[config.mk]
export PLATFORM = sky130hd
export DESIGN_NAME = tdps_mac
export DESIGN_NICKNAME = d
export VERILOG_FILES = /design/src/rtl/tdps_pkg.sv /design/src/rtl/tdps_mac.sv
export SDC_FILE = /design/constraint.sdc
export NUM_CORES = 1
export LEC_CHECK = 0
export BUFFER_PORTS_ARGS = -buffer_cell sky130_fd_sc_hd__buf_4
export CAP_MARGIN = 0
export CORE_MARGIN = 1.5
export CORE_UTILIZATION = 45
export CTS_BUF_LIST = sky130_fd_sc_hd__clkbuf_4
export CTS_CLUSTER_DIAMETER = 150
export DETAILED_ROUTE_END_ITERATION = 10
export MAX_ROUTING_LAYER = met4
export PLACE_DENSITY = 0.67
export SYNTH_ARGS = -nofsm -noshare
export SYNTH_HDL_FRONTEND = slang
export SYNTH_SLANG_ARGS = --single-unit
[constraint.sdc]
create_clock -name i_clk -period 8.9 [get_ports i_clk]
set_input_delay 1.78 -clock i_clk [delete_from_list [all_inputs] [get_ports i_clk]]
set_output_delay 1.78 -clock i_clk [all_outputs]
set_load 0.05 [all_outputs]
[src/rtl/tdps_pkg.sv]
// Shared types and constants for the top-k dot product search block.
// No dependencies; every other file in rtl imports this package.
package tdps_pkg;

    localparam int DEF_MAX_DOMAINS  = 256;
    localparam int DEF_MAX_FEATURES = 64;
    localparam int DEF_MAX_TOPK     = 16;

    localparam int FEAT_W     = 16;
    localparam int PROD_W     = 32;
    localparam int SCORE_W    = 38;
    localparam int IDX_W      = 8;
    localparam int RANK_W     = 4;
    localparam int FIDX_W     = 6;
    localparam int DIDX_W     = 8;
    localparam int TOPK_REG_W = 5;
    localparam int DCNT_REG_W = 9;
    localparam int FCNT_REG_W = 7;
    localparam int APB_ADDR_W = 4;
    localparam int APB_DATA_W = 32;

    localparam logic [TOPK_REG_W-1:0] RST_TOP_K        = 5'd16;
    localparam logic [DCNT_REG_W-1:0] RST_DOMAIN_COUNT = 9'd256;
    localparam logic [FCNT_REG_W-1:0] RST_FEATURE_COUNT = 7'd64;

    localparam logic OP_LOAD  = 1'b0;
    localparam logic OP_QUERY = 1'b1;

    localparam int DRAIN_CYCLES = 3;

    typedef enum logic [1:0] {
        REG_TOP_K         = 2'd0,
        REG_DOMAIN_COUNT  = 2'd1,
        REG_FEATURE_COUNT = 2'd2
    } t_reg_idx;

    typedef enum logic [1:0] {
        ST_IDLE,
        ST_RUN,
        ST_DRAIN,
        ST_EMIT
    } t_state;

    typedef struct packed {
        logic valid;
        logic first;
        logic last;
    } t_mac_ctl;

    typedef struct packed {
        logic clear;
        logic emit;
        logic emit_last;
    } t_seq_ctl;

endpackage

[src/rtl/tdps_mac.sv]
// Shared multiply-accumulate unit: one product per cycle, saturated score per domain.
// Depends on tdps_pkg for widths and the control word type.
module tdps_mac #(
    parameter int MAX_FEATURES = tdps_pkg::DEF_MAX_FEATURES
) (
    input  logic                                i_clk,
    input  logic                                i_rst_n,
    input  tdps_pkg::t_mac_ctl                  i_ctl,
    input  logic signed [tdps_pkg::FEAT_W-1:0]  i_dom_data,
    input  logic signed [tdps_pkg::FEAT_W-1:0]  i_qry_data,
    output logic                                o_score_v,
    output logic signed [tdps_pkg::SCORE_W-1:0] o_score
);
    import tdps_pkg::*;

    localparam int ACC_W = SCORE_W + $clog2(MAX_FEATURES);

    t_mac_ctl                  r_tag1;
    t_mac_ctl                  r_tag2;
    logic signed [PROD_W-1:0]  r_prod;
    logic signed [ACC_W-1:0]   r_acc;
    logic                      r_score_v;
    logic signed [SCORE_W-1:0] r_score;

    logic signed [ACC_W-1:0]   prod_ext;
    logic signed [ACC_W-1:0]   n_acc;
    logic [ACC_W-SCORE_W:0]    acc_hi;
    logic                      acc_fits;
    logic signed [SCORE_W-1:0] n_score;

    always_comb begin
        prod_ext = ACC_W'(r_prod);
        n_acc    = r_tag2.first ? prod_ext : r_acc + prod_ext;
        acc_hi   = n_acc[ACC_W-1:SCORE_W-1];
        acc_fits = (&acc_hi) | ~(|acc_hi);
        if (acc_fits) begin
            n_score = n_acc[SCORE_W-1:0];
        end else if (n_acc[ACC_W-1]) begin
            n_score = {1'b1, {(SCORE_W-1){1'b0}}};
        end else begin
            n_score = {1'b0, {(SCORE_W-1){1'b1}}};
        end
    end

    always_ff @(posedge i_clk) begin
        if (!i_rst_n) begin
            r_tag1    <= '0;
            r_tag2    <= '0;
            r_score_v <= 1'b0;
        end else begin
            r_tag1    <= i_ctl;
            r_tag2    <= r_tag1;
            r_score_v <= r_tag2.valid & r_tag2.last;
        end
    end

    always_ff @(posedge i_clk) begin
        r_prod <= i_dom_data * i_qry_data;
        if (r_tag2.valid) begin
            r_acc <= n_acc;
        end
        if (r_tag2.valid && r_tag2.last) begin
            r_score <= n_score;
        end
    end

    assign o_score_v = r_score_v;
    assign o_score   = r_score;

endmodule

* After elaboration in Yosys (flattened, before gate mapping) *
Index checks and enable logic that the tools add are counted.
W data, S select, Z words.

storage, ports and cells
  register bits = 121
  word-level logic and storage cells = 21
  output and inout bits = 39
  bits of input ports = 37

operators by class
  bitwise operators = 3
  muxes and demuxes = 3
  add/sub/neg operators = 1
  multiply operators = 1
  reduce and logical (&&, ||, !) cells = 3

operator list
  kind                 number
  $mux W38             2
  $add A44 B32 Y44     1
  $mux W44             1
  $mul A16 B16 Y32     1
  $reduce_and A7 Y1    1
  $reduce_or A7 Y1     1
  $and A1 B1 Y1        1
  $logic_and A1 B1 Y1  1
  $not A1 Y1           1
  $or A1 B1 Y1         1

* Logic depth before layout (Yosys ltp) *
  depth in word-level cells = 6
  gate-level depth with buffers = 24

* Worst setup path before layout *
No wires, ideal clock.

  path type = input -> register
  start point = in i_dom_data[11] in the netlist's numbering
  end point = reg r_prod[28]
  data required time = 8.828 ns
  arrival time = 7.437 ns
  buffers on the path = 1
  cell stages on the path = 21
  setup slack = 1.391 ns
  cell sequence = clkbuf_1 > nand2_1 > fa_1 > fa_1 > fa_1 > inv_1 > fa_1 > fa_1 > inv_1 > fa_1 > inv_1 > ha_1 > and3_1 > nand2_1 > o31ai_1 > a41oi_1 > o31ai_1 > o21ai_0 > o21ba_2 > o21bai_1 > xor2_1

between the ends
  cells in the longest elaborated chain, start to end = 1

RTL lines
  item                  line            source
  from (decl)           tdps_mac.sv:9   input logic signed [tdps_pkg::FEAT_W-1:0] i_dom_data,
  $mul A16 B16 Y32      tdps_mac.sv:58  r_prod <= i_dom_data * i_qry_data;
  to (signal assigned)  tdps_mac.sv:58
  to (decl)             tdps_mac.sv:20  logic signed [PROD_W-1:0] r_prod;

No other way between the ends.
A chain may end at the register's enable or synchronous reset.

* Worst setup path after layout *
  start point = in i_dom_data[8] in the netlist's numbering
  end point = reg r_prod[28]

The elaborated chain is that of the path after synthesis.

==> impl_metrics.py <==
metrics = {
    "sta": {
        "relSlewSlack_pct": 30.9,
        "tns_ns": 0,
        "post-route-min-period_ns": 7.63,
        "skew_ns": 0.0230,
        "fmax_mhz": 131,
        "rsz0062_at_grt": "false",
        "worstMarginPinSlew_ns": 1.04,
        "drv_slew": 0,
        "finalSetupViolCount": 0,
        "final.period_utilization_pct": 85.7,
        "setup_ws_ns": 1.27,
        "hold_viol": 0,
        "holdWs_ns": 0.446,
    },
    "floorplan": {
        "die_h_um": 195,
        "io_pins": 76,
        "core_um2": 36500,
        "start_util_pct": 45.6,
        "rows": 70,
        "die_x_um": 195,
        "dieArea_um2": 38200,
    },
    "flow_run": {
        "max_cap_violations": 0,
    },
    "global_routing": {
        "grt_use_total_pct": 21.7,
        "antenna_found_initial": 1,
        "grt_pass1_vias": 12552,
        "grt-ovfl-total": 0,
        "grt_pass1_wl_um": 63900,
        "grt_max_degree": 61,
    },
    "synthesis": {
        "synth_mux_area_share_pct": 0.518,
        "async_reset_ff_share_pct": 0,
        "syn_area_um2": 16700,
        "synthAdderAreaFrac_pct": 41.0,
        "syn-instance-count": 1768,
        "synth_edf_count": 82,
        "yosysWarnings": 0,
        "synth-simple-area-share_pct": 13.8,
        "ys_ff_latch": 121,
        "synth_top_family_by_area": "adder cells",
        "syn_nets": 2193,
        "ys_top_cells_by_area": "fa_1 32%, edfxtp_1 15%, ha_1 9.4%",
        "synth_xor_area_share_pct": 3.94,
        "synth_compound_area_share_pct": 11.2,
        "yosysTopAreaCell": "fa_1",
        "ys.flop_type": "edfxtp_1",
        "synth_area_per_cell_um2": 9.42,
        "synth.top_cell.area_share_pct": 31.6,
        "ys_seq_area_share_pct": 19.5,
        "ys_types": 67,
    },
    "setup_path": {
        "r2r_start": "r_acc[10]",
        "critPathMaxFanout": 16,
        "crit_required_ns": 9.35,
        "reg2reg_slack_ns": 4.17,
        "cp-startpoint": "i_dom_data[8]",
        "end_kind": "register",
        "crit_type": "in2reg",
        "crit_arrival_ns": 8.08,
        "ff2ff_path_depth": 11,
        "critPathLaunchType": "input pin",
        "reg2reg_to": "o_score[6]",
    },
    "min_path": {
        "min_to": "r_tag2[1]",
        "min_path_cells": 1,
        "hp-class": "reg2reg",
        "hp-start": "r_tag1[1]",
    },
    "clocking": {
        "cts_root_buf": "clkbuf_4",
        "clkTransAtPathRegs_ns": 0.11,
        "post_cts_resized": 0,
        "htree_num_levels": 4,
        "cts_tree": "yes",
        "cts_buffers": 17,
        "cts_sinks": 121,
        "clk_latency_ns": 0.55,
        "clk_path_buf_depth": 2,
        "cts_setup_buffers": 0,
        "hold_buffers": 0,
    },
    "detailed_routing": {
        "drt-initial-drc-count": 691,
        "routed_via_density": 5.21,
        "dr.pass1.iters": 10,
        "wl_per_cell_um": 16.8,
        "vias": 11910,
        "drc": 1,
        "ant_nets": 0,
        "postRouteWirelength_um": 38400,
    },
    "placed_design": {
        "post_dp_cell_area_um2": 17500,
        "dpl.hpwl_um": 31200,
        "portBuffers": 75,
        "pre_cts_slack_ns": 0.735,
        "place_congestion": 0.902,
    },
    "finish": {
        "area_delta_synth_final_pct": 7.11,
        "drive_above_1_share_pct": 8.81,
        "fin_nets": 2229,
        "fin_area_um2": 17800,
        "final_common_cell": "inv_1",
        "final_cell_mix": "361 x inv_1, 263 x fa_1, 188 x nand2_1",
    },
    "status": {
        "violations": "DRC",
        "status": "complete, but fails checks",
    },
}
-- per-stage QoR --
stage	std cells	util, %
5_1_grt	2286	48.8
6_report	2286	48.8
2_1_floorplan	1768	-
4_1_cts	2285	48.8
3_5_place_dp	2253	48.0
3_3_place_gp	2253	48.0
-- cells in the mapped netlist, types with 15 or more instances --
cell type / count
dfxtp_1: 39
and2_1: 138
inv_1: 361
a21oi_1: 90
clkbuf_1: 48
nand3_1: 15
fa_1: 263
a21oi_2: 31
xnor2_1: 49
nor2_1: 60
ha_1: 125
nand2_1: 188
o21a_1: 17
edfxtp_1: 82
o21ai_0: 39
xor2_1: 26
a21o_1: 27
a31oi_1: 17
-- registers in the layout, indices dropped and copies added, names as in the netlist --
register,cells
r_tag1,3
r_tag2,3
o_score_v,1
r_acc,44
o_score,38
r_prod,32
-- how the worst max path moves through the flow --
stage,end,slack [ns],cells after the start
finish,r_prod[28],1.27,22
global route,r_prod[28],0.94,22
global placement,r_prod[28],0.91,22
detailed placement,r_prod[28],0.73,22
floorplan,r_prod[28],1.39,21
CTS,r_prod[28],1.34,22
-- critical path: stages --
cell      delay [ns]
buf_4           0.17
and2_1          0.19
fa_1            0.54
inv_1           0.05
fa_1            0.46
fa_1            0.52
inv_1           0.06
fa_1            0.50
fa_1            0.49
inv_1           0.05
fa_1            0.47
inv_1           0.04
ha_1            0.31
and3_1          0.25
nand2_1         0.08
o31ai_1         0.43
a41oi_1         0.26
o31ai_1         0.53
o21ai_0         0.30
o21ba_2         0.26
o21bai_1        0.15
xor2_1          0.19
-- logic make-up (layout without fill, tap and decap cells) --
group                    Yosys count  in the layout
AO/OA/AOI/OAI                    283            283
XOR/XNOR                          75             75
adder cells (fa/ha/maj)          388            388
buffers and inverters            424            473
flip-flops                       121            121
multiplexers                       8              8
other                              0              1
AND/OR/NAND/NOR                  469            469
-- metal layers --
| layer | share of wire, % | global-route usage, % | vias up |
|---|---|---|---|
| li1 | - | - | 5663 |
| met1 | 45 | 28.5 | 5898 |
| met2 | 48 | 36.3 | 303 |
| met3 | 4.6 | 2.14 | 46 |
| met4 | 1.8 | 5.63 | 0 |
| met5 | 0 | - | - |
-- cell type report --
| cell class | count | area [um2] |
|---|---|---|
| timing repair buffer | 79 | 593 |
| fill | 3463 | 18700 |
| sequential | 121 | 3250 |
| inverter | 362 | 1360 |
| clock inverter | 14 | 174 |
| antenna | 1 | 2.50 |
| tap | 468 | 586 |
| multi-input combinational | 1223 | 11700 |
| clock buffer | 18 | 135 |
Power is not shown: default switching activity piles up to over one toggle a cycle in this logic, so the estimate is an artifact.
