==> src/rtl/tdps_pkg.sv <==
// Shared types and constants for the top-k dot product search block.
// No dependencies; every other file in rtl imports this package.
package tdps_pkg;

    localparam int DEF_MAX_DOMAINS  = 256;
    localparam int DEF_MAX_FEATURES = 64;
    localparam int DEF_MAX_TOPK     = 16;

    localparam int FEAT_W     = 16;
    localparam int PROD_W     = 32;
    localparam int SCORE_W    = 38;
    localparam int IDX_W      = 8;
    localparam int RANK_W     = 4;
    localparam int FIDX_W     = 6;
    localparam int DIDX_W     = 8;
    localparam int TOPK_REG_W = 5;
    localparam int DCNT_REG_W = 9;
    localparam int FCNT_REG_W = 7;
    localparam int APB_ADDR_W = 4;
    localparam int APB_DATA_W = 32;

    localparam logic [TOPK_REG_W-1:0] RST_TOP_K        = 5'd16;
    localparam logic [DCNT_REG_W-1:0] RST_DOMAIN_COUNT = 9'd256;
    localparam logic [FCNT_REG_W-1:0] RST_FEATURE_COUNT = 7'd64;

    localparam logic OP_LOAD  = 1'b0;
    localparam logic OP_QUERY = 1'b1;

    localparam int DRAIN_CYCLES = 3;

    typedef enum logic [1:0] {
        REG_TOP_K         = 2'd0,
        REG_DOMAIN_COUNT  = 2'd1,
        REG_FEATURE_COUNT = 2'd2
    } t_reg_idx;

    typedef enum logic [1:0] {
        ST_IDLE,
        ST_RUN,
        ST_DRAIN,
        ST_EMIT
    } t_state;

    typedef struct packed {
        logic valid;
        logic first;
        logic last;
    } t_mac_ctl;

    typedef struct packed {
        logic clear;
        logic emit;
        logic emit_last;
    } t_seq_ctl;

endpackage

==> src/rtl/tdps_seq.sv <==
// Search sequencer: walks domains and features, drains the MAC, then steps out the ranks.
// Depends on tdps_pkg for the state type and control word types.
module tdps_seq #(
    parameter int  MAX_DOMAINS  = tdps_pkg::DEF_MAX_DOMAINS,
    parameter int  MAX_FEATURES = tdps_pkg::DEF_MAX_FEATURES,
    parameter int  MAX_TOPK     = tdps_pkg::DEF_MAX_TOPK,
    localparam int ND_W  = $clog2(MAX_DOMAINS + 1),
    localparam int NF_W  = $clog2(MAX_FEATURES + 1),
    localparam int K_W   = $clog2(MAX_TOPK + 1),
    localparam int AW    = (MAX_DOMAINS * MAX_FEATURES > 1) ?
                           $clog2(MAX_DOMAINS * MAX_FEATURES) : 1,
    localparam int FI_W  = (MAX_FEATURES > 1) ? $clog2(MAX_FEATURES) : 1,
    localparam int TK_IW = (MAX_TOPK > 1) ? $clog2(MAX_TOPK) : 1
) (
    input  logic               i_clk,
    input  logic               i_rst_n,
    input  logic               i_go,
    input  logic [ND_W-1:0]    i_nd,
    input  logic [NF_W-1:0]    i_nf,
    input  logic [K_W-1:0]     i_k,
    output logic               o_busy,
    output logic [AW-1:0]      o_dom_raddr,
    output logic [FI_W-1:0]    o_qry_raddr,
    output tdps_pkg::t_mac_ctl o_mac_ctl,
    output tdps_pkg::t_seq_ctl o_seq_ctl,
    output logic [K_W-1:0]     o_k,
    output logic [TK_IW-1:0]   o_rank
);
    import tdps_pkg::*;

    t_state            r_state, n_state;
    logic [ND_W-1:0]   r_nd;
    logic [NF_W-1:0]   r_nf;
    logic [K_W-1:0]    r_k;
    logic [FI_W-1:0]   r_f, n_f;
    logic [ND_W-1:0]   r_d, n_d;
    logic [AW-1:0]     r_base, n_base;
    logic [1:0]        r_drain, n_drain;
    logic [TK_IW-1:0]  r_rank, n_rank;

    logic f_last;
    logic d_last;
    logic rank_last;

    assign f_last    = NF_W'(r_f) == (r_nf - NF_W'(1));
    assign d_last    = r_d == (r_nd - ND_W'(1));
    assign rank_last = K_W'(r_rank) == (r_k - K_W'(1));

    always_ff @(posedge i_clk) begin
        if (!i_rst_n) begin
            r_state <= ST_IDLE;
            r_f     <= '0;
            r_d     <= '0;
            r_base  <= '0;
            r_drain <= '0;
            r_rank  <= '0;
        end else begin
            r_state <= n_state;
            r_f     <= n_f;
            r_d     <= n_d;
            r_base  <= n_base;
            r_drain <= n_drain;
            r_rank  <= n_rank;
        end
    end

    always_ff @(posedge i_clk) begin
        if (i_go && r_state == ST_IDLE) begin
            r_nd <= i_nd;
            r_nf <= i_nf;
            r_k  <= i_k;
        end
    end

    always_comb begin
        n_state = r_state;
        n_f     = r_f;
        n_d     = r_d;
        n_base  = r_base;
        n_drain = r_drain;
        n_rank  = r_rank;

        o_mac_ctl = '0;
        o_seq_ctl = '0;

        unique case (r_state)
            ST_IDLE: begin
                if (i_go) begin
                    o_seq_ctl.clear = 1'b1;
                    n_state = ST_RUN;
                    n_f     = '0;
                    n_d     = '0;
                    n_base  = '0;
                    n_rank  = '0;
                end
            end
            ST_RUN: begin
                o_mac_ctl.valid = 1'b1;
                o_mac_ctl.first = (r_f == '0);
                o_mac_ctl.last  = f_last;
                if (f_last) begin
                    n_f    = '0;
                    n_base = r_base + AW'(MAX_FEATURES);
                    if (d_last) begin
                        n_state = ST_DRAIN;
                        n_drain = '0;
                    end else begin
                        n_d = r_d + ND_W'(1);
                    end
                end else begin
                    n_f = r_f + FI_W'(1);
                end
            end
            ST_DRAIN: begin
                if (r_drain == 2'(DRAIN_CYCLES - 1)) begin
                    n_state = ST_EMIT;
                end else begin
                    n_drain = r_drain + 2'd1;
                end
            end
            ST_EMIT: begin
                o_seq_ctl.emit      = 1'b1;
                o_seq_ctl.emit_last = rank_last;
                n_rank = r_rank + TK_IW'(1);
                if (rank_last) begin
                    n_state = ST_IDLE;
                end
            end
            default: begin
                n_state = ST_IDLE;
            end
        endcase
    end

    assign o_busy      = r_state != ST_IDLE;
    assign o_dom_raddr = r_base + AW'(r_f);
    assign o_qry_raddr = r_f;
    assign o_k         = r_k;
    assign o_rank      = r_rank;

endmodule

==> config.mk <==
export PLATFORM = sky130hd
export DESIGN_NAME = tdps_seq
export DESIGN_NICKNAME = d
export VERILOG_FILES = /design/src/rtl/tdps_pkg.sv /design/src/rtl/tdps_seq.sv
export SDC_FILE = /design/constraint.sdc
export NUM_CORES = 1
export LEC_CHECK = 0
export ABC_AREA = 1
export BUFFER_PORTS_ARGS = -buffer_cell sky130_fd_sc_hd__buf_2
export CAP_MARGIN = 0
export CORE_MARGIN = 2
export CORE_UTILIZATION = 45
export DETAILED_ROUTE_END_ITERATION = 8
export GPL_TIMING_DRIVEN = 0
export PLACE_DENSITY_LB_ADDON = 0.2
export SYNTH_ARGS = -nofsm -noshare
export SYNTH_HDL_FRONTEND = slang
export SYNTH_SLANG_ARGS = --single-unit
==> constraint.sdc <==
create_clock -name i_clk -period 3.8 [get_ports i_clk]
set_clock_uncertainty 0.1 [all_clocks]
set_input_delay 0.76 -clock i_clk [delete_from_list [all_inputs] [get_ports i_clk]]
set_output_delay 0.76 -clock i_clk [all_outputs]
set_load 0.05 [all_outputs]
Yosys cells after proc, flatten, opt, wreduce, memory -nomap -nowiden. Index checks and enable logic that the tools add are counted. Widths: inputs -> output; s select.

Muxes and demuxes: 26. Equality and inequality tests: 14. Add/sub/neg operators: 9. Reductions and logical operators: 13.

Operators by type and width (number): $mux 14 (2); $pmux 14 s2 (1); $mux 9 (3); $mux 2 (9); $pmux 9 s2 (1); $add 14x6->14 (1); $add 14x7->14 const B (1); $ne 2x2->1 const B (7); $mux 6 (2); $pmux 6 s2 (1); $add 9x1->9 const B (1); $eq 9x9->1 (1); $sub 9x1->9 const B (1); $pmux 2 s4 (1); $pmux 4 s2 (1); $reduce_and 4->1 (2); $reduce_bool 2->1 (4); $eq 6x7->1 (1); $sub 7x1->7 const B (1); $add 6x1->6 const B (1); $eq 2x2->1 const B (3); $logic_not 6->1 (1); $eq 4x5->1 (1); $reduce_and 5->1 (1); other kinds (12) (14).

Output and inout bits: 36. Register bits after elaboration: 58. Logic and storage cells: 71.

Depth between registers and ports, before layout.
Depth in word-level cells: 5. Depth in mapped cells: 16. Gate-level depth less buffers: 16.

Least setup slack after synthesis. Ideal clock, no wire load.

Path kind: reg-to-output. Start: reg r_state[1]. End: out o_mac_ctl[1] in the netlist's numbering. Cell stages (with the launch flop): 6. Buffers on the path: 1. Slack: 0.659 ns. Data arrival time: 2.281 ns. Cells stage by stage: dfxtp_1 > inv_1 > ha_1 > buf_4 > nand4_1 > nor3_1.

RTL lines: start, declared (RTL line tdps_seq.sv:31) `t_state r_state, n_state;`; start signal, assigned (RTL line tdps_seq.sv:58) `r_state <= n_state;`; end, declared (RTL line tdps_seq.sv:24) `output tdps_pkg::t_mac_ctl o_mac_ctl,`.

==> metrics.txt <==
Die X=87.9 um; I/O pin cnt=60; Initial Util=0.466; Startpoint Class=register; worst reg2reg startpoint=r_state[0]$_SDFFE_PN0P_; total CTS buffers=5; CP Class=reg2out; number of enable flip-flop cells after synthesis=21; grt total ovfl=0; drt initial violations=roughly 160; Synth cell types=30; r2r endpoint=o_qry_raddr[5]$_SDFFE_PN0P_; DRC viols=0; met2 Use GR=0.335; post-synthesis sequential area ratio=0.395; power per cell area=~550 nW/um^2; Setup violations, final=0; later-pin clock latency in the skew report=roughly 0.30 ns; adder-cell share of the synthesized area=0.0553; Final Hold Viols=0; postcts setup bufs=0; I/O Buffers=59; grt met1 use=0.236; CTS max path bufs=2; Cell Rows=30; Critical Path RT=a little under 3 ns; core area=between 6000 and 7000 sq um; synth warn=0; Worst-path clk slew=roughly 0.09 ns; Mapped Avg Cell Area=7.15 sq um; gr usage total=0.188; hold path start=r_base[10]$_SDFFE_PN0P_; Fmax achieved=~0.32 GHz; final worst slack=slightly below 0.7 ns; CTS tree=built; number of synthesized register bits=52; share of layout cells above drive strength 1=0.159; Synth Area in Simple Gates=0.330; VDD IR-drop max=around 410 uV; worst-path cell chain=inv_1 -> ha_1 -> nand2_1 -> nor2_1 -> nand2_1 -> nand2_1 -> nand2_1 -> nor2_1 -> nand2_2 -> nor2_1 -> buf_2; leakage power=~1.7 nW; Setup crit end kind=primary output; post-DP HPWL=roughly 5.4 mm; Slew @ Worst Pin=roughly 0.94 ns; mux cell area share after synthesis=0; busiest layer in global routing=met2; Syn Inst Count=443; antenna violations before repair=0; fraction of registers with async set/reset=0; Hold Path Class=reg2reg; R2R cell count=10; total power draw=between 2 and 2.5 mW; CP max stage cell=edfxtp_1; DR WL/cell=around 11 um; Period minus WS final=3.11 ns; status=finished clean; Pre-antenna DRT Iters=4; vias in the first global route=approximately 2.7k; die area=just under 8000 sq um; largest family of logic cells by synthesized area=simple AND/OR/NAND/NOR gates; post-route ant nets=0; setup TNS after final layout=0 ns; ant diodes=0; slew margin rel.=0.372; largest net degree at the start of global routing=25; Final Util=0.540; post-synthesis xor/xnor area fraction=0.0525; vias per inst=roughly 4.9; Min-Delay Endpoint=r_base[10]$_SDFFE_PN0P_; Via Count=between 2k and 3k; hold depth=2; DP Area=between 3000 and 4000 sq um; commonest non-fill, non-tap cell in the layout=nand2_1; CP Data Arrival Time=~2.3 ns; reg2reg setup slack=1.00 ns; most used cell, CP=nand2_1; CTS root buf=clkbuf_8; area grow syn2layout=15.7%; grt met3 use=0.0273; RSZ-0062 raised after global routing=no; Sink Count=52; Mapped Nets=481; Final period util=0.819; post-route cell area=about 3700 sq um; Die Y=87.9 um; Compound-Gate Fraction of Synth Area=0.0683; CP max FO=5; most frequent cells in the layout=nand2_1, inv_1, buf_2, nor2_1, nand3_1; routability cong.=a little over 0.8; post-CTS resize count=0; pre-CTS setup slack=about 0.84 ns; cts hold-fix bufs=0; max cap viols=0; Most used DFF post-synth=dfxtp_1; overall routed net length=slightly below 7 mm; CP peak stage delay=~0.39 ns; Slew Viols, Final=0; mapped cell area=3170 sq um; H-tree Lvls=2; first-pass GRT wire length=11.7 mm; nets@finish=around 550
[metal layers]
| layer | up-vias | share of wire | wire length, um |
|---|---|---|---|
| met1 | 1347 | 0.45 | 3140 |
| met2 | 65 | 0.50 | 3460 |
| met5 | - | 0 | 0 |
| li1 | 1533 | - | - |
| met3 | 9 | 0.033 | 226 |
| met4 | 0 | 0.013 | 89 |
[how the worst max path moves through the flow]
stage | from | end | slack, ns | cells past startpoint
after global placement | i_go | o_qry_raddr[5]$_SDFFE_PN0P_ | 0.85 | 9
after global routing | r_nf[0]$_DFFE_PP_ | o_mac_ctl[0] | 0.46 | 11
final | r_nf[0]$_DFFE_PP_ | o_mac_ctl[0] | 0.69 | 11
after floorplan | r_state[1]$_SDFFE_PN0P_ | o_mac_ctl[1] | 0.66 | 5
after detailed placement | i_go | o_qry_raddr[5]$_SDFFE_PN0P_ | 0.84 | 9
after CTS | r_nf[0]$_DFFE_PP_ | o_mac_ctl[0] | 0.66 | 11
[layout make-up]
type                            instances  area, sq um
Multi-Input combinational cell        312         1600
Inverter                               61          229
Fill cell                             672         3130
Buffer                                 18         85.1
Tap cell                               96          120
Sequential cell                        52         1250
Clock inverter                          3         13.8
Clock buffer                            5         68.8
Timing Repair Buffer                   59          295
[worst max-delay path, delay by kind of cell, from the launching register on]
kind          cells  cell delay, ns
fa+ha+maj         1            0.20
simple gates      8            0.91
buf+inv           2            0.45
flops             1            0.39
[sequential cells by signal (all words and copies together), names as in the netlist]
register	count
r_d	9
r_nf	7
o_qry_raddr	6
r_state	2
r_base	8
o_rank	4
r_nd	9
o_k	5
r_drain	2
[power by group]
part | internal, mW | switching [mW] | leakage (nW)
logic | 0.271 | 0.671 | 1.17
clock network | 0.126 | 0.177 | 0.0453
registers | 0.683 | 0.0854 | 0.450
total | 1.08 | 0.933 | 1.67
[Yosys cell counts, types with 2 or more instances]
library cell / number / area (sq um)
a211oi_1: 2 / 15.0
a21oi_1: 26 / 130
a21oi_2: 2 / 17.5
buf_4: 3 / 22.5
clkbuf_1: 13 / 48.8
dfxtp_1: 31 / 621
edfxtp_1: 21 / 631
ha_1: 14 / 175
inv_1: 61 / 229
nand2_1: 117 / 439
nand2_2: 3 / 18.8
nand2_4: 3 / 33.8
nand3_1: 39 / 195
nand3b_1: 3 / 22.5
nand4_1: 6 / 37.5
nor2_1: 52 / 195
nor3_1: 8 / 40.0
nor3b_1: 2 / 15.0
nor4_1: 2 / 12.5
o21ai_0: 8 / 40.0
xnor2_1: 6 / 52.6
xor2_1: 13 / 114
[through the flow]
step,instances,hold slack [ns]
floorplan,443,0.333
global placement,598,0.347
detailed placement,598,0.359
CTS,606,0.375
global route,606,0.395
finish,606,0.370
[kinds of logic (layout without fill, tap and decap cells)]
logic type      Yosys count  after routing
fa+ha+maj                14             14
compound gates           40             40
xor+xnor                 19             19
buf+inv                  79            146
flops                    52             52
simple gates            239            239
Power figures use the tool's default switching activity.
