===== config.mk =====
export PLATFORM = sky130hd
export DESIGN_NAME = tdps_ram
export DESIGN_NICKNAME = d
export VERILOG_FILES = /design/src/rtl/tdps_pkg.sv /design/src/rtl/tdps_ram.sv
export SDC_FILE = /design/constraint.sdc
export NUM_CORES = 1
export LEC_CHECK = 0
export BUFFER_PORTS_ARGS = -buffer_cell sky130_fd_sc_hd__buf_2
export CORE_MARGIN = 10
export CORE_UTILIZATION = 45
export CTS_CLUSTER_DIAMETER = 100
export DETAILED_ROUTE_END_ITERATION = 6
export SLEW_MARGIN = 5
export SYNTH_ARGS = -nofsm -noshare
export SYNTH_HDL_FRONTEND = slang
export SYNTH_SLANG_ARGS = --single-unit

===== constraint.sdc =====
create_clock -name i_clk -period 7.9 [get_ports i_clk]
set_input_delay 1.58 -clock i_clk [delete_from_list [all_inputs] [get_ports i_clk]]
set_output_delay 1.58 -clock i_clk [all_outputs]
set_load 0.05 [all_outputs]

===== src/rtl/tdps_pkg.sv =====
// Shared types and constants for the top-k dot product search block.
// No dependencies; every other file in rtl imports this package.
package tdps_pkg;

    localparam int DEF_MAX_DOMAINS  = 256;
    localparam int DEF_MAX_FEATURES = 64;
    localparam int DEF_MAX_TOPK     = 16;

    localparam int FEAT_W     = 16;
    localparam int PROD_W     = 32;
    localparam int SCORE_W    = 38;
    localparam int IDX_W      = 8;
    localparam int RANK_W     = 4;
    localparam int FIDX_W     = 6;
    localparam int DIDX_W     = 8;
    localparam int TOPK_REG_W = 5;
    localparam int DCNT_REG_W = 9;
    localparam int FCNT_REG_W = 7;
    localparam int APB_ADDR_W = 4;
    localparam int APB_DATA_W = 32;

    localparam logic [TOPK_REG_W-1:0] RST_TOP_K        = 5'd16;
    localparam logic [DCNT_REG_W-1:0] RST_DOMAIN_COUNT = 9'd256;
    localparam logic [FCNT_REG_W-1:0] RST_FEATURE_COUNT = 7'd64;

    localparam logic OP_LOAD  = 1'b0;
    localparam logic OP_QUERY = 1'b1;

    localparam int DRAIN_CYCLES = 3;

    typedef enum logic [1:0] {
        REG_TOP_K         = 2'd0,
        REG_DOMAIN_COUNT  = 2'd1,
        REG_FEATURE_COUNT = 2'd2
    } t_reg_idx;

    typedef enum logic [1:0] {
        ST_IDLE,
        ST_RUN,
        ST_DRAIN,
        ST_EMIT
    } t_state;

    typedef struct packed {
        logic valid;
        logic first;
        logic last;
    } t_mac_ctl;

    typedef struct packed {
        logic clear;
        logic emit;
        logic emit_last;
    } t_seq_ctl;

endpackage


===== src/rtl/tdps_ram.sv =====
// Single-port-write, single-port-read memory with registered read data.
// Depends on tdps_pkg for the word width.
module tdps_ram #(
    parameter int  DEPTH = tdps_pkg::DEF_MAX_FEATURES,
    localparam int AW    = (DEPTH > 1) ? $clog2(DEPTH) : 1
) (
    input  logic                        i_clk,
    input  logic                        i_we,
    input  logic [AW-1:0]               i_waddr,
    input  logic [tdps_pkg::FEAT_W-1:0] i_wdata,
    input  logic [AW-1:0]               i_raddr,
    output logic [tdps_pkg::FEAT_W-1:0] o_rdata
);
    import tdps_pkg::*;

    logic [FEAT_W-1:0] r_mem [DEPTH];
    logic [FEAT_W-1:0] r_rdata;

    always_ff @(posedge i_clk) begin
        if (i_we) begin
            r_mem[i_waddr] <= i_wdata;
        end
    end

    always_ff @(posedge i_clk) begin
        r_rdata <= r_mem[i_raddr];
    end

    assign o_rdata = r_rdata;

endmodule


* After elaboration in Yosys (flattened, before gate mapping)
Memories as Yosys holds them, arrays and structs flattened. A register that Yosys moved wholly into a read port is not among the register bits.
Cells that the tools add are included.
** Word-level totals
- Input bits :: 30
- Register bits :: 0
- Memory bits (writable) :: 1024
- Memories kept :: 1
** Memories
- r_mem :: depth 64, width 16, rd ports 1, clocked after Yosys merged registers in 1, wr ports 1, RTL line tdps_ram.sv:16 : logic [FEAT_W-1:0] r_mem [DEPTH];
** Operators by class
- Mux-type cells :: 2
** Operators by type and width (count)
- two-way mux 1 bit :: 2

* Logic depth before layout (Yosys ltp)
Gate-level depths: netlist of run 1.
- Word-level depth :: 2
- Gate-level depth with buffers :: 10

* Least setup slack after synthesis of run 1
No wires, ideal clock.
- Path type :: input-to-reg
- Start point :: input port i_waddr[3]
- End point :: memory r_mem[48][0] (enable)
- Path slack :: 4.285 ns
- Library setup time :: 0.409 ns
- Required time :: 7.491 ns
- Stages :: 4
- Data arrival time :: 3.206 ns
- Cell sequence :: clkbuf_1 > nor2b_1 > nand4b_1 > nor3_1
** RTL lines
- from (decl) :: RTL line tdps_ram.sv:9 : input logic [AW-1:0] i_waddr,
- to (decl) :: RTL line tdps_ram.sv:16
Straight into the memory's write port.

==> metrics.txt, run 1 <==
outcome=finished, final reports clean; critical path class=in2reg; First-pass DRT Iterations=6; sequential area share after synthesis=between 70% and 80%; DRC viols=0; clk buf depth=3; gr ovfl total=0; Critical R2R Launch=r_mem[61][0]$_DFFE_PP_; Top FF cell, synth=edfxtp_1; CTS Sinks=~1.0k; Avg Cell Area, Syn=21.9 um2; CP endpoint kind=register; hold endpoint=o_rdata[5]$_DFF_P_; CP startpoint kind=input pin; pin count of the biggest net entering global routing=94; fillers=between 6k and 7k; drt total wl=97.6 mm; hold slack final=roughly 0.91 ns; vias=between 15k and 20k; Skew-Pair Late Insertion Delay=0.66 ns; synthesized instance count=1829; Ports=46; MaxCap Viol Count=0; DR WL/cell=30.3 um; gr usage total=18.9%; Chip Width=roughly 320 um; worst clock skew=between 0.03 and 0.04 ns; routed vias/inst=between 5 and 6; Worst Path Arrival=5.00 ns; final hold violation count=0; first-pass GRT wire length=141 mm; Leak Pwr=about 14 nW; Final min period=4.48 ns; post-route ant nets=0; Syn Std Cell Area=about 40000 um2; post-synth top area cell=edfxtp_1; DR iter-0 viols=2165; Post-synth ARST share=0%; Core Region=88400 um2; ratio of final minimum period to clock period=56.7%; num rows=109; main area contributors after synthesis=edfxtp_1 77%, mux4_2 12%, mux2i_1 2.1%; actual slew at the worst max-slew pin=1.10 ns; Worst R2R Setup Slack=~5.8 ns; port bufs=between 40 and 50; vias in the first global route=19.4k; pwr dens=256 nW/um2; Clk pin slew, worst setup/hold paths=0.06 ns; post-CTS sizing=0; die area=101000 um2; Post-synth EDFFs=1024; initial antenna violation count=14; Max Freq=0.223 GHz; CTS hold repair buffers=0; final net count=approximately 2.0k; Initial Util=between 40 and 50%; routability congestion estimate from global placement=0.829; required time of the critical path=between 8 and 9 ns; Yosys reg bits=1040; share of layout cells above drive strength 1=26.6%; area grow syn2layout=12.6%; min-delay src=r_mem[17][5]$_DFFE_PP_; hold crit path type=reg2reg; WHS Path Cells=4; placed wire-length estimate=about 56 mm; max-slew violations=0; CTS tree=done; Num CTS Buffers=between 100 and 150; depth of the worst register-to-register path=4; Post-CTS Setup Inserts=0; setup TNS=0 ns; H-tree depth=3; area fraction of the dominant cell type after synthesis=between 70% and 80%; RSZ-0062 raised after global routing=false; die height=318 um; Max Fanout on Critical Path=83; syn_nets=approximately 1.9k; post-synth cell types=between 40 and 50; Setup-failing EPs final=0; VDD IR max=~0.16 mV; reg2reg end=o_rdata[0]$_DFF_P_; synth warn=0; clk root buf=clkbuf_16; relative slew slack=a little over a quarter
routing by layer:
metal	wire length, um	share of wire, %	GRT usage, %
met5	25	0.026	0
met4	2360	2.4	5.01
met3	7410	7.6	3.40
met2	45800	47	29.3
met1	42000	43	27.3
cell families (layout without fill, tap and decap cells):
| group | count (synthesis) | count (layout) | share of synthesized area (%) |
|---|---|---|---|
| compound gates | 129 | 129 | 2.41 |
| other cells | 0 | 3 | 0 |
| mux | 336 | 336 | 15.5 |
| simple gates | 220 | 220 | 2.65 |
| flops | 1040 | 1040 | 77.6 |
| buf+inv | 104 | 332 | 1.83 |
worst max-delay path, cell delays in order:
cell	delay, ns
buf_8	0.65
buf_4	0.94
mux4_2	0.62
mux2_2	0.29
a21oi_1	0.63
nor4_2	0.09
state kept, by name, indices dropped and copies added (netlist names):
register,count
o_rdata,16
r_mem,1024
worst max-delay path by stage:
stage                from                      to  depth (start not counted)
2_1_floorplan  i_waddr[3]  r_mem[48][0]$_DFFE_PP_                          4
5_1_grt        i_raddr[0]      o_rdata[7]$_DFF_P_                          6
4_1_cts        i_raddr[0]      o_rdata[7]$_DFF_P_                          6
3_5_place_dp   i_raddr[0]      o_rdata[7]$_DFF_P_                          6
6_report       i_raddr[0]      o_rdata[7]$_DFF_P_                          6
3_3_place_gp   i_raddr[0]      o_rdata[7]$_DFF_P_                          6
power breakdown:
group	switching [mW]	total [mW]	internal, mW
combinational	0.395	0.589	0.194
clock	2.05	4.84	2.79
sequential	0.0271	6.14	6.11
total	2.47	11.6	9.10
synth_stat cells (6+ instances only):
library cell / count
a311oi_1: 8
buf_2: 36
a22o_1: 6
nand4_1: 12
mux2_2: 27
a211oi_1: 8
a221o_1: 6
clkbuf_1: 24
nor2b_1: 30
nand2_1: 59
buf_6: 17
a31oi_1: 8
mux4_2: 220
nand3_1: 24
a22oi_1: 39
a21oi_1: 17
buf_4: 13
a221oi_1: 16
nor2_1: 72
mux2i_1: 85
dfxtp_1: 16
a211o_1: 8
edfxtp_1: 1024
cell usage in the layout, fill, tap and decap left out, types with 5 or more instances in the layout:
cell type  Yosys  layout
a311oi_1       8       8
a211oi_1       8       8
nor2_1        72      70
clkinv_1       0      21
a41oi_1        5       5
mux2_2        27      27
clkbuf_1      24      25
a221o_1        6       6
nor2b_1       30      26
a22o_1         6       6
a31oi_1        8       8
clkbuf_16      0     105
o21ai_0        5       5
edfxtp_1    1024    1024
dfxtp_1       16      16
a211o_1        8       8
nand2_1       59      59
and4_1         5       5
a21oi_1       17      17
mux2i_1       85      85
a221oi_1      16      16
a22oi_1       39      39
buf_4         13      91
nand3_1       24      24
clkinv_2       0      24
bufinv_16      0      10
nand4_1       12      12
buf_2         36      42
mux4_2       220     220
cell type report:
class | instances | area (um2) | area share (%)
multi-input cells | 685 | 8260 | 18.3
flip-flops and latches | 1040 | 31100 | 68.9
repair buffers | 137 | 955 | 2.12
clock buffers | 132 | 2750 | 6.09
clock inverters | 63 | 602 | 1.33
diodes | 3 | 7.51 | 0.0166
well taps | 1165 | 1460 | 3.23
per-stage QoR:
step	instance area, um2	utilization [%]	setup slack, ns	cells	total power, mW
2_1_floorplan	40000	-	4.29	1829	6.59
6_report	45100	51.0	3.42	3225	11.6
3_5_place_dp	41700	47.2	2.64	3027	6.85
5_1_grt	45100	51.0	3.15	3222	11.9
4_1_cts	45100	51.0	3.35	3222	11.7
3_3_place_gp	41700	47.2	2.65	3027	6.84
Power figures use the tool's default switching activity.
==> inputs of run 2 (changes only) <==
==> constraint.sdc (replaced) <==
create_clock -name i_clk -period 4 [get_ports i_clk]
set_input_delay 0.8 -clock i_clk [delete_from_list [all_inputs] [get_ports i_clk]]
set_output_delay 0.8 -clock i_clk [all_outputs]
set_load 0.05 [all_outputs]
==> run 2 against run 1 <==
Effect of this change: power grew 95%; clock-buffer cell count is 8 lower; design area up 0.57%; core utilization rose by 0.29 points; global-route usage down 0.16 points; critical path type unchanged; sequential share of layout area shrank 0.39 points; critical path depth unchanged; largest power group unchanged; critical endpoint unchanged; worst setup slack got worse by 2.3 ns; die area unchanged; via count shrank 0.21%.
==> metrics.txt, run 2 (synthesized netlist as in run 1, its figures left out) <==
routability congestion estimate from global placement=0.828; commonest non-fill, non-tap cell in the layout=edfxtp_1; pwr dens=498 nW/um2; Worst Path Arrival=3.38 ns; gr ovfl total=0; CTS hold repair buffers=0; final hold violation count=0; gr usage total=18.7%; routed vias/inst=5.89; setup TNS=0 ns; Critical R2R Launch=r_mem[62][1]$_DFFE_PP_; clk buf depth=3; depth of the worst register-to-register path=4; reg2reg end=o_rdata[1]$_DFF_P_; CTS tree=done; Initial Util=45.3%; num rows=109; drt total wl=approximately 96 mm; post-route ant nets=0; Final min period=approximately 2.9 ns; DR iter-0 viols=1853; port bufs=45; Clk pin slew, worst setup/hold paths=roughly 0.06 ns; Leak Pwr=14.4 nW; actual slew at the worst max-slew pin=1.17 ns; CP startpoint kind=input pin; Largest Register=r_mem; max-slew violations=0; required time of the critical path=4.52 ns; Setup-failing EPs final=0; DRC viols=0; Max Fanout on Critical Path=47; post-CTS sizing=0; most frequent cells in the layout=1024 x edfxtp_1, 220 x mux4_2, 120 x buf_4; Num CTS Buffers=103; Skew-Pair Late Insertion Delay=around 0.67 ns; vias in the first global route=~20k; initial antenna violation count=7; die area=101000 um2; max reg flops=1024; Core Region=88400 um2; DP Area=42100 um2; share of layout cells above drive strength 1=between 20% and 30%; area grow syn2layout=13.3%; placed wire-length estimate=58.7 mm; critical path class=in2reg; first-pass GRT wire length=140 mm; H-tree depth=3; VDD IR max=0.404 mV; pin count of the biggest net entering global routing=between 80 and 90; Post-CTS Setup Inserts=0; MaxCap Viol Count=0; Ports=46; worst clock skew=0.0322 ns; First-pass DRT Iterations=6; hold endpoint=r_mem[43][5]$_DFFE_PP_; CTS Sinks=1040; CP endpoint kind=register; WHS Path Cells=1; vias=19.2k; min-delay src=i_wdata[5]; final net count=2033; outcome=finished, final reports clean; ratio of final minimum period to clock period=71.7%; RSZ-0062 raised after global routing=false; die height=318 um; Max Freq=0.349 GHz; Final Core Density=51.3%; Worst R2R Setup Slack=1.85 ns; finished layout cell area=45400 um2; Chip Width=318 um; hold crit path type=in2reg; clk root buf=clkbuf_16; relative slew slack=approximately 22%; DR WL/cell=29.6 um
## run 2: cell types whose count changed in the layout (fill, tap and decap cells not counted), sizes merged
cell	change
buf	+36
diode	-1
clkinv	+5
inv	-2
bufinv	-4
clkbuf	-8
clkinvlp	+3
## run 2: final cells by class
class | instances | area [um2]
fillers | 6894 | 43000
clock buffers | 124 | 2750
multi-input cells | 685 | 8250
clock inverters | 65 | 503
diodes | 2 | 5.00
flip-flops and latches | 1040 | 31100
repair buffers | 173 | 1330
well taps | 1165 | 1460
## run 2: power breakdown
group	internal [mW]	switching [mW]	total, mW	leakage (nW)
combinational	0.414	0.775	1.19	3.47
sequential	12.1	0.0567	12.1	9.35
clock	5.27	3.99	9.26	1.59
total	17.7	4.82	22.6	14.4
## run 2: metal layers
layer / part of all wire (%) / track usage (%) / wire [um] / vias up
met5: 0.017 / 0 / 16 / -
met4: 2.2 / 4.57 / 2120 / 4
met3: 7.7 / 3.70 / 7460 / 149
met2: 48 / 29.9 / 46400 / 707
met1: 42 / 26.3 / 40300 / 10294
li1: - / - / - / 8025
## run 2: critical path: stages
cell and delay, ns:
buf_8 0.48, buf_12 0.36, mux4_1 0.62, mux2_2 0.34
a21oi_1 0.59, nor4_2 0.09
## run 2: stage by stage
step	setup WS, ns	power (mW)	hold slack (ns)	cells
2_1_floorplan	1.17	13.0	0.750	1829
3_3_place_gp	0.347	13.5	0.864	3063
3_5_place_dp	0.370	13.6	0.894	3063
4_1_cts	1.07	22.7	0.621	3252
5_1_grt	1.01	23.3	0.662	3253
6_report	1.13	22.6	0.645	3254
## run 2: worst max-delay path by stage
stage                     slack [ns]  cells after the start  startpoint                      to
after floorplan                 1.17                      4  i_waddr[3]  r_mem[48][0]$_DFFE_PP_
after global placement          0.35                      7  i_raddr[0]     o_rdata[14]$_DFF_P_
after CTS                       1.07                      7  i_raddr[0]     o_rdata[14]$_DFF_P_
final                           1.13                      6  i_raddr[0]      o_rdata[7]$_DFF_P_
after detailed placement        0.37                      7  i_raddr[0]     o_rdata[14]$_DFF_P_
after global routing            1.01                      7  i_raddr[0]     o_rdata[14]$_DFF_P_
